`src/sv/dti_pkg.sv`:
```
package dti_pkg;

    localparam int POINTS_DEF    = 256;
    localparam int MATERIALS_DEF = 4;

    localparam logic [1:0] MODE_LOAD_REAL = 2'd0;
    localparam logic [1:0] MODE_LOAD_IMAG = 2'd1;
    localparam logic [1:0] MODE_QUERY     = 2'd2;
    localparam logic [1:0] MODE_CLEAR     = 2'd3;

    localparam logic [1:0] STATUS_OK      = 2'd0;
    localparam logic [1:0] STATUS_RANGE   = 2'd1;
    localparam logic [1:0] STATUS_FULL    = 2'd2;
    localparam logic [1:0] STATUS_NO_DATA = 2'd3;

    typedef struct packed {
        logic [1:0]         mode;
        logic [1:0]         material_select;
        logic [31:0]        wavelength;
        logic signed [31:0] real_index;
        logic signed [31:0] imag_index;
    } item_t;

    typedef struct packed {
        logic               start;
        logic [31:0]        wl;
        logic [31:0]        wh;
        logic signed [31:0] pl;
        logic signed [31:0] ph;
        logic [31:0]        x;
    } lerp_req_t;

endpackage

```
`src/sv/dti_front.sv`:
```
module dti_front (
    input  logic          clk,
    input  logic          rst_n,
    input  logic          push,
    input  dti_pkg::item_t push_item,
    output logic          full,
    input  logic          pop,
    output logic          q_valid,
    output dti_pkg::item_t q_item
);

    dti_pkg::item_t slot_reg [2];
    logic           wptr_reg;
    logic           rptr_reg;
    logic [1:0]     cnt_reg;
    logic           do_push;
    logic           do_pop;

    assign full    = (cnt_reg == 2'd2);
    assign q_valid = (cnt_reg != 2'd0);
    assign q_item  = slot_reg[rptr_reg];
    assign do_push = push && !full;
    assign do_pop  = pop && q_valid;

    always_ff @(posedge clk)
    begin
        if (do_push)
        begin
            slot_reg[wptr_reg] <= push_item;
        end
    end

    always_ff @(posedge clk or negedge rst_n)
    begin
        if (!rst_n)
        begin
            wptr_reg <= 1'b0;
            rptr_reg <= 1'b0;
            cnt_reg  <= 2'd0;
        end
        else
        begin
            if (do_push)
            begin
                wptr_reg <= ~wptr_reg;
            end
            if (do_pop)
            begin
                rptr_reg <= ~rptr_reg;
            end
            if (do_push && !do_pop)
            begin
                cnt_reg <= cnt_reg + 2'd1;
            end
            else if (do_pop && !do_push)
            begin
                cnt_reg <= cnt_reg - 2'd1;
            end
        end
    end

endmodule

```
`config.mk`:
```
export PLATFORM = sky130hd
export DESIGN_NAME = dti_front
export DESIGN_NICKNAME = d
export VERILOG_FILES = /design/src/sv/dti_pkg.sv /design/src/sv/dti_front.sv
export SDC_FILE = /design/constraint.sdc
export NUM_CORES = 1
export LEC_CHECK = 0
export BUFFER_PORTS_ARGS = -buffer_cell sky130_fd_sc_hd__buf_2
export CORE_UTILIZATION = 40
export DETAILED_ROUTE_END_ITERATION = 16
export PLACE_DENSITY_LB_ADDON = 0.25
export SYNTH_ARGS = -nofsm -noshare
export SYNTH_HDL_FRONTEND = slang
export SYNTH_SLANG_ARGS = --single-unit
```
`constraint.sdc`:
```
create_clock -name clk -period 8.4 [get_ports clk]
set_input_delay 0.42 -clock clk [delete_from_list [all_inputs] [get_ports clk]]
set_output_delay 0.42 -clock clk [all_outputs]
set_load 0.01 [all_outputs]
```
# Word level (Yosys, flattened, before mapping)
# Memories as Yosys holds them, arrays and structs flattened.
# Cells that the tools add are included.
[word_totals]
reg_bits = 4
latchBits = 0
mem_bits_rw = 200
mem_bits_ro = 0
inputBits = 104
wordCells = 22
n_memories = 1
[op_classes]
addsub = 2
multipliers = 0
div_mod_pow = 0
n_lt_le_gt_ge = 0
n_eq_ne = 1
n_shift = 0
n_mux = 4
bitwise = 2
reduce_logical = 9
[memory_table]
columns = ["memory", "words", "width", "rd", "rd_clocked_by_memory_dff", "write_ports", "line_no", "text"]
rows = [
  ["slot_reg", 2, 100, 1, 0, 1, "dti_front.sv:12", "dti_pkg::item_t slot_reg [2];"],
]
[ops]
columns = ["cell", "n"]
rows = [
  ["$logic_and A1 B1 Y1", 4],
  ["$mux W2", 2],
  ["$reduce_bool A2 Y1", 2],
  ["$logic_not A1 Y1", 3],
  ["$add A2 B1 Y2 const B", 1],
  ["$eq A2 B2 Y1 const B", 1],
  ["$mux W1", 2],
  ["$not A1 Y1", 2],
  ["$sub A2 B1 Y2 const B", 1],
]

# Longest topological paths before layout
# Gate-level depths: netlist of the first run.
[logic_depth]
word_depth = 7
depth_mapped = 7
mapped_depth_nobuf = 7

# Worst setup path before layout of the first run
# Ideal clock, no wire load.
[synth_timing]
path_type = "register to register"
start = "reg cnt_reg[0]"
end = "mem slot_reg[0][0] in the netlist's numbering, enable pin"
setup_time_ns = 0.559
arrival_time_ns = 4.786
path_slack_ns = 3.055
path_stages_with_launch = 4
path_buffers = 0
period_less_slack_ns = 5.345
path_cell_list = "dfrtp_1 nand2b_1 nand2_1 nor2_1"
[synth_between]
elab_chain_cells = 5
[synth_lines]
columns = ["element", "line_no", "text"]
rows = [
  ["from (decl)", "dti_front.sv:15", "logic [1:0] cnt_reg;"],
  ["from (signal assigned)", "dti_front.sv:53", "cnt_reg <= cnt_reg + 2'd1;"],
  ["from (signal assigned)", "dti_front.sv:57", "cnt_reg <= cnt_reg - 2'd1;"],
  ["$eq A2 B2 Y1", "dti_front.sv:19", "assign full = (cnt_reg == 2'd2);"],
  ["$logic_not A1 Y1", "dti_front.sv:22", "assign do_push = push && !full;"],
  ["$logic_and A1 B1 Y1", "dti_front.sv:22", ""],
  ["$mux W1", "dti_front.sv:27", "if (do_push)"],
  ["$mux W1 (implied by the code)", "dti_front.sv:29", "slot_reg[wptr_reg] <= push_item;"],
  ["to (decl)", "dti_front.sv:12", ""],
]
# Every way passes these cells.

==> results of run 1 <==
[kinds of logic (layout without fill, tap and decap cells)]
| family | after synthesis | after routing | synth area share (%) |
|---|---|---|---|
| other | 0 | 1 | 0 |
| flip-flops | 204 | 204 | 77.6 |
| multiplexers | 100 | 100 | 18.6 |
| XOR/XNOR | 5 | 5 | 0.557 |
| AND/OR/NAND/NOR | 7 | 7 | 0.430 |
| buffers and inverters | 13 | 251 | 2.59 |
| adder cells (fa/ha/maj) | 1 | 1 | 0.159 |
[Yosys cell counts]
library cell | n | area share (%)
edfxtp_1 | 200 | 76
inv_1 | 2 | 0.096
nand2b_1 | 1 | 0.080
mux2_4 | 90 | 17
buf_12 | 9 | 2.3
mux2_2 | 10 | 1.4
ha_1 | 1 | 0.16
buf_6 | 1 | 0.14
dfrtp_1 | 4 | 1.3
nand2_1 | 2 | 0.096
nor2_1 | 2 | 0.096
xnor2_1 | 3 | 0.33
or2_2 | 1 | 0.080
and3_1 | 1 | 0.080
buf_2 | 1 | 0.064
xor2_1 | 2 | 0.22
[routing by layer]
layer / up-vias / part of all wire, % / global-route usage, %
li1: 1749 / - / -
met1: 1813 / 39 / 15.5
met2: 142 / 50 / 23.4
met3: 27 / 8.6 / 4.51
met4: 2 / 2.1 / 4.92
met5: - / 0.058 / 0
[metrics by stage]
stage	power [W]	hold WS, ns
floorplan	0.00232	0.124
global placement	0.00257	0.227
global route	0.00368	0.0907
CTS	0.00357	0.0856
finish	0.00351	0.110
detailed placement	0.00259	0.231
[layout make-up]
cell class                      instances  area, µm²
Fill cell                            1557       9150
Timing Repair Buffer                  209       1060
Clock inverter                         13        148
Antenna cell                            1       2.50
Sequential cell                       204       6110
Inverter                                2       7.51
Clock buffer                           27        591
Tap cell                              260        325
Multi-Input combinational cell        113       1570
[critical path: stages (launching register included)]
cell	delay [ns]
dfrtp_4	1.03
buf_4	0.81
mux2_4	0.36
buf_2	0.14
[power groups by stage]
stage	Combinational, W	Clock, W	Sequential [W]
CTS	0.00105	0.000995	0.00153
detailed placement	0.00104	0	0.00155
global placement	0.00104	0	0.00153
global route	0.00110	0.00103	0.00154
finish	0.00102	0.000969	0.00152
floorplan	0.000839	0	0.00148
[path summary, 6_finish.rpt]
kind / from / to / slack, ns / depth (start not counted)
min in group asynchronous: rst_n / cnt_reg[1] / 0.27 / 2
hold / removal: push_item[89] / slot_reg[1][89] / 0.11 / 1
setup reg to reg: cnt_reg[0] / slot_reg[0][46] / 5.54 / 4
max in group asynchronous: rst_n / rptr_reg / 7.99 / 2
hold reg to reg: cnt_reg[1] / cnt_reg[1] / 0.50 / 1
setup / recovery: rptr_reg / q_item[25] / 5.06 / 3
==> results.ini, run 1 <==
[global_route]
grt_max_degree = 70
antenna_found_initial = 2
grt_pass1_vias = 3949
overflow = 0
grt_pass1_wl_mm = 20.7
grt_usage_pct = 13.5

[power]
pwr-share-seq_pct = 43.3
clkPwrFrac_pct = 27.6
p_int_w = 0.00253
power_frac_comb_pct = 29.1
sw_frac_of_total_pct = 27.8
p_sw_w = 0.000977
p_leak_nw = 3.92
pwr_density_cell_nw_per_um2 = 358
peakVddDrop_mv = 0.202

[outcome]
status = complete, no violations

[logic_synthesis]
ys_ff_latch = 204
syn_inst = 330
synthesis.area_um2 = 7860
ys_seq_area_share_pct = 77.6
syn-num-nets = 435
ys_types = 16
syn_avg_cell_area_um2 = 23.8
yosysWarnings = 0

[clock_network]
holdBufCountCts = 1
cts.clk_slew.worst_paths_ns = 0.06
cts_buffer_depth = 3
clk_latency_ns = 0.49
cts_setup_buffers = 0
htree_levels = 1
cts_tree = built
cts-root-buf = clkbuf_16
cts.sinks = 204
cts_inserted_buffers = 22
cts-resized-gates = 0

[run]
max_cap_violations = 0

[drt]
drt-total-wl_mm = 13.7
antenna_left = 0
vias = 3733
drtPass1Iterations = 4
wl_per_cell_um = 16.5
drt-initial-drc-count = 129
drc_errors = 0
drt-vias-per-instance = 4.50

[sta]
fin_ws_ns = 5.06
clock.fmax_ghz = 0.300
fin_tns_setup_ns = 0
period_needed_ns = 3.34
setup_viol_count_final = 0
rsz0062_at_grt = false
maxSlewHeadroom_pct = 24.3
maxSlewViolCount = 0
worst_pin_slew_ns = 1.13
finalHoldViolCount = 0
fin_crit_sh_pct = 39.7
fin_worst_skew_ns = 0.0133

[placement]
place_area_um2 = 9060
place_congestion = 0.713
hpwl_mm = 8.96
place_ws_ns = 5.47
port_buffers = 205
place_inst = 787

[cells_and_area]
final_core_util_pct = 51.7
final_cell_mix = 205 x buf_2, 200 x edfxtp_1, 90 x mux2_4
nets = 657
instances_no_fill = 829
stdcell_area_um2 = 9810
largest_reg_flops = 200
area_growth_pct = 24.7
final_common_cell = buf_2
layout-drive-gt1-share_pct = 60.7

[floorplan]
core_area_um2 = 19000
start_util_pct = 41.5
die_h_um = 142
fp.dieW_um = 142
die_area_um2 = 20200
pin_count = 206
rows = 50

[critical_path]
required_ns = 7.98
arrival_ns = 2.92
critPathKind = reg -> out
setup.worst_path.start_class = register
critPathMaxFanout = 54
cp-end-kind = primary output

[min_path]
hp-class = in -> reg

(Power assumes the default switching activity.)
==> inputs of run 2 (changes only) <==
==> constraint.sdc (replaced) <==
create_clock -name clk -period 3.5 [get_ports clk]
set_input_delay 0.175 -clock clk [delete_from_list [all_inputs] [get_ports clk]]
set_output_delay 0.175 -clock clk [all_outputs]
set_load 0.01 [all_outputs]
==> results.ini, run 2 (synthesis results as in run 1) <==
[placement]
place_congestion = 0.701
port_buffers = 205
hpwl_mm = 9.21
place_ws_ns = 1.39

[sta]
maxSlewViolCount = 0
rsz0062_at_grt = false
fin_crit_sh_pct = 73.2
clock.fmax_ghz = 0.390
timing.hold.ws_ns = 0.0522
fin_ws_ns = 0.938
period_needed_ns = 2.56
worst_pin_slew_ns = 0.659
fin_worst_skew_ns = 0.0107
fin_tns_setup_ns = 0
finalHoldViolCount = 0
maxSlewHeadroom_pct = 56.0
setup_viol_count_final = 0

[floorplan]
rows = 50
fp.dieW_um = 142
start_util_pct = 41.5
pin_count = 206
core_area_um2 = 19000
die_h_um = 142
die_area_um2 = 20200

[critical_path]
path_buf_inv = 2
required_ns = 3.32
cp_cell_sequence = buf_4, mux2_2, buf_2
rr_startpoint = cnt_reg[0]
cp_top_family = flip-flops
setup.worst_path.start_class = register
critPathSlowestCell = dfrtp_4
critPathKind = reg -> out
startpoint = rptr_reg
cp-end-kind = primary output
arrival_ns = 2.39
slowest_delay_ns = 0.86
critPathMaxFanout = 37

[drt]
drt-initial-drc-count = 129
drtPass1Iterations = 4
vias = 4153
drt-total-wl_mm = 14.9
drt-vias-per-instance = 4.48
antenna_left = 0
drc_errors = 0
wl_per_cell_um = 16.1

[cells_and_area]
layout-drive-gt1-share_pct = 51.3
area_growth_pct = 37.6
final_common_cell = buf_2
n_antenna_cell = 0
final_core_util_pct = 57.1
largest_reg_flops = 200
final_cell_mix = 205 x buf_2, 200 x edfxtp_1, 102 x dlygate4sd3_1
fill_cells = 1484
nets = 761

[global_route]
overflow = 0
grt_max_degree = 91
grt_pass1_vias = 4549
grt_pass1_wl_mm = 22.7
antenna_found_initial = 0
grt_usage_pct = 14.7

[outcome]
status = complete, no violations

[clock_network]
holdBufCountCts = 102
cts_inserted_buffers = 23
cts-root-buf = clkbuf_16
clk_latency_ns = 0.49
cts_buffer_depth = 3
cts.clk_slew.worst_paths_ns = 0.05
cts_tree = built
cts-resized-gates = 0
htree_levels = 1
cts_setup_buffers = 0
cts.sinks = 204

[run]
max_cap_violations = 0

[power]
pwr_density_cell_nw_per_um2 = 779
peakVddDrop_mv = 0.411
power_w = 0.00843
p_leak_nw = 4.34

[min_path]
hp-class = in -> async

-- run 2: worst reg2reg max path, stage by stage, from the launching register on --
cell and delay [ns]:
dfrtp_1 0.42, nand2b_1 0.17, nand2_1 0.13, nor2_4 0.33, buf_12 0.47
-- run 2: routing by layer --
metal / global-route usage (%) / share of wire [%] / vias to the layer above
met2: 27.8 / 53 / 145
met3: 4.27 / 7.0 / 27
met1: 15.5 / 38 / 2024
met5: 0 / 0 / -
li1: - / - / 1957
met4: 4.53 / 2.2 / 0
-- run 2: report_power, final --
part	total (W)	leakage, nW	internal [W]	switching (W)
registers	0.00359	1.90	0.00334	0.000250
clock network	0.00218	0.331	0.00134	0.000847
logic	0.00265	2.10	0.00140	0.00125
total	0.00843	4.34	0.00608	0.00235
-- run 2: path summary, 6_finish.rpt --
kind	end	slack, ns	depth (start not counted)
setup / recovery	q_item[91]	0.94	3
hold / removal	rptr_reg	0.05	2
setup reg to reg	slot_reg[0][32]	1.56	4
hold reg to reg	cnt_reg[1]	0.52	1
max in group asynchronous	rptr_reg	3.31	2
min in group clk	wptr_reg	0.06	3
-- run 2: per-stage QoR --
stage          instances  instance area [µm²]
3_5_place_dp         789                 9110
2_1_floorplan        330                 7870
5_1_grt              928                10800
3_3_place_gp         789                 9110
6_report             928                10800
4_1_cts              928                10800
-- run 2: final cells by class --
type | count | area [µm²] | share of cell area (%)
tap | 260 | 325 | 3.01
inverter | 2 | 7.51 | 0.0694
clock inverter | 10 | 100 | 0.925
multi-input combinational | 113 | 1570 | 14.5
timing repair buffer | 312 | 2120 | 19.6
clock buffer | 27 | 591 | 5.46
sequential | 204 | 6110 | 56.5
==> inputs of run 3 (changes only) <==
--- a/config.mk
+++ b/config.mk
@@ -5,6 +5,7 @@
 export SDC_FILE = /design/constraint.sdc
 export NUM_CORES = 1
 export LEC_CHECK = 0
+export ABC_AREA = 1
 export BUFFER_PORTS_ARGS = -buffer_cell sky130_fd_sc_hd__buf_2
 export CORE_UTILIZATION = 40
 export DETAILED_ROUTE_END_ITERATION = 16
==> constraint.sdc (replaced) <==
create_clock -name clk -period 2.6 [get_ports clk]
set_input_delay 0.13 -clock clk [delete_from_list [all_inputs] [get_ports clk]]
set_output_delay 0.13 -clock clk [all_outputs]
set_load 0.01 [all_outputs]
==> results.ini, run 3 <==
[clock_network]
clk_latency_ns = 0.49
cts-resized-gates = 0
cts.sinks = 204
cts-root-buf = clkbuf_16
cts_inserted_buffers = 22
cts_buffer_depth = 3
htree_levels = 1
cts.clk_slew.worst_paths_ns = 0.06
cts_setup_buffers = 0
holdBufCountCts = 103
cts_tree = built

[cells_and_area]
largest_reg_flops = 200
layout-drive-gt1-share_pct = 28.1
n_antenna_cell = 0
final_common_cell = nand2_1
nets = 976
seqCellArea_um2 = 6110
multi_input_area_um2 = 1230
instances_no_fill = 1116
final_cell_mix = 311 x nand2_1, 205 x buf_2, 200 x edfxtp_1
fill_cells = 1455
final_core_util_pct = 57.7
area_growth_pct = 39.1

[placement]
port_buffers = 205
hpwl_mm = 9.57
place_inst = 973
place_congestion = 0.715

[critical_path]
cp-end-kind = primary output
slowest_delay_ns = 0.82
cpMostUsedCell = nand2_1
cp_cell_sequence = buf_4, nand2_1, nand2_1, buf_2
required_ns = 2.47
cp_top_family = buffers and inverters
arrival_ns = 2.17
path_buf_inv = 2
critPathSlowestCell = buf_4
setup.worst_path.start_class = register
critPathMaxFanout = 101
critPathKind = reg -> out

[sta]
finalHoldViolCount = 0
fin_worst_skew_ns = 0.00866
maxSlewHeadroom_pct = 26.4
rsz0062_at_grt = false
fin_crit_sh_pct = 88.3
setup_viol_count_final = 0
clock.fmax_ghz = 0.436
period_needed_ns = 2.30
worst_pin_slew_ns = 1.10
maxSlewViolCount = 0

[drt]
wl_per_cell_um = 14.8
drt-initial-drc-count = 260
drt-total-wl_mm = 16.5
drtPass1Iterations = 5
drt-vias-per-instance = 4.57
drc_errors = 0
vias = 5103
antenna_left = 0

[global_route]
grt_pass1_wl_mm = 26.6
grt_max_degree = 102
overflow = 0
grt_usage_pct = 17.3
antenna_found_initial = 0
grt_pass1_vias = 5428

[floorplan]
rows = 49
core_area_um2 = 18200
die_area_um2 = 19400
fp.dieW_um = 139
start_util_pct = 41.5
die_h_um = 139
pin_count = 206

[logic_synthesis]
ys_seq_area_share_pct = 80.9
syn_avg_cell_area_um2 = 13.6
synth_flop_cell = edfxtp_1
syn_inst = 554
ys_types = 14
synthMostInstantiatedCell = nand2_1
async_reset_ff_share_pct = 1.96
netlist_top_cells_count = 311 x nand2_1, 200 x edfxtp_1, 11 x buf_4
synthesis.area_um2 = 7550
ys_ff_latch = 204
syn-num-nets = 659
ys_top_cells_by_area = edfxtp_1 80%, nand2_1 15%, buf_6 1.3%
yosysWarnings = 0
yosysTopAreaCellShare_pct = 79.5
yosys.area.top_type = edfxtp_1
synth_edf_count = 200

[power]
pwr_density_cell_nw_per_um2 = 1060
peakVddDrop_mv = 0.809
power_w = 0.0111
p_leak_nw = 4.51

[outcome]
status = complete, no violations

[min_path]
hp-class = in -> reg

[run]
max_cap_violations = 0

[run 3: path summary, 6_finish.rpt]
path                       startpoint              end  slack [ns]  cells past startpoint
setup / recovery             rptr_reg       q_item[47]        0.30                      4
hold reg to reg            cnt_reg[1]       cnt_reg[1]        0.49                      2
max in group asynchronous       rst_n         rptr_reg        1.81                      3
hold / removal                   push         wptr_reg        0.09                      5
min in group asynchronous       rst_n       cnt_reg[1]        0.57                      3
setup reg to reg           cnt_reg[1]  slot_reg[0][35]        0.72                      6
[run 3: area by class of cell]
cell class,instances,share of cell area (%)
clock buffer,30,6.11
clock inverter,10,0.500
inverter,8,0.334
multi-input combinational,320,11.7
sequential,204,58.2
tap,229,2.73
timing repair buffer,315,20.4
[run 3: cells by family (layout without fill, tap and decap cells)]
logic type	Yosys count	in the layout	synth area share [%]
AND/OR/NAND/NOR	317	317	15.8
adder cells (fa/ha/maj)	1	1	0.166
AO/OA/AOI/OAI	1	1	0.0662
buffers and inverters	30	363	2.97
flip-flops	204	204	80.9
XOR/XNOR	1	1	0.116
[run 3: per-layer routing]
| layer | GRT usage, % | routed length, µm |
|---|---|---|
| met1 | 18.6 | 6490 |
| met5 | 0 | 0 |
| met4 | 7.19 | 474 |
| met3 | 3.30 | 755 |
| met2 | 33.1 | 8760 |
[run 3: report_power, final]
group / leakage, nW / internal, W / switching [W]
registers: 1.91 / 0.00449 / 0.000170
clock network: 0.336 / 0.00172 / 0.00118
logic: 2.27 / 0.00121 / 0.00233
total: 4.51 / 0.00742 / 0.00368
[run 3: tightest hold or removal path, cell delays in order]
cell,delay [ns]
buf_2,0.11
inv_1,0.05
nor2_1,0.05
nand2_1,0.12
nand2_1,0.07
[run 3: through the flow]
step	worst slack, ns	setup TNS (ns)	hold WS [ns]	instance area (µm²)
after global placement	0.768	0	-0.0519	8780
after detailed placement	0.699	0	-0.0466	8780
after global routing	0.0891	0	0.115	10500
after floorplan	-0.00820	-0.820	-0.166	7560
final	0.305	0	0.0877	10500
after CTS	0.242	0	0.0770	10500
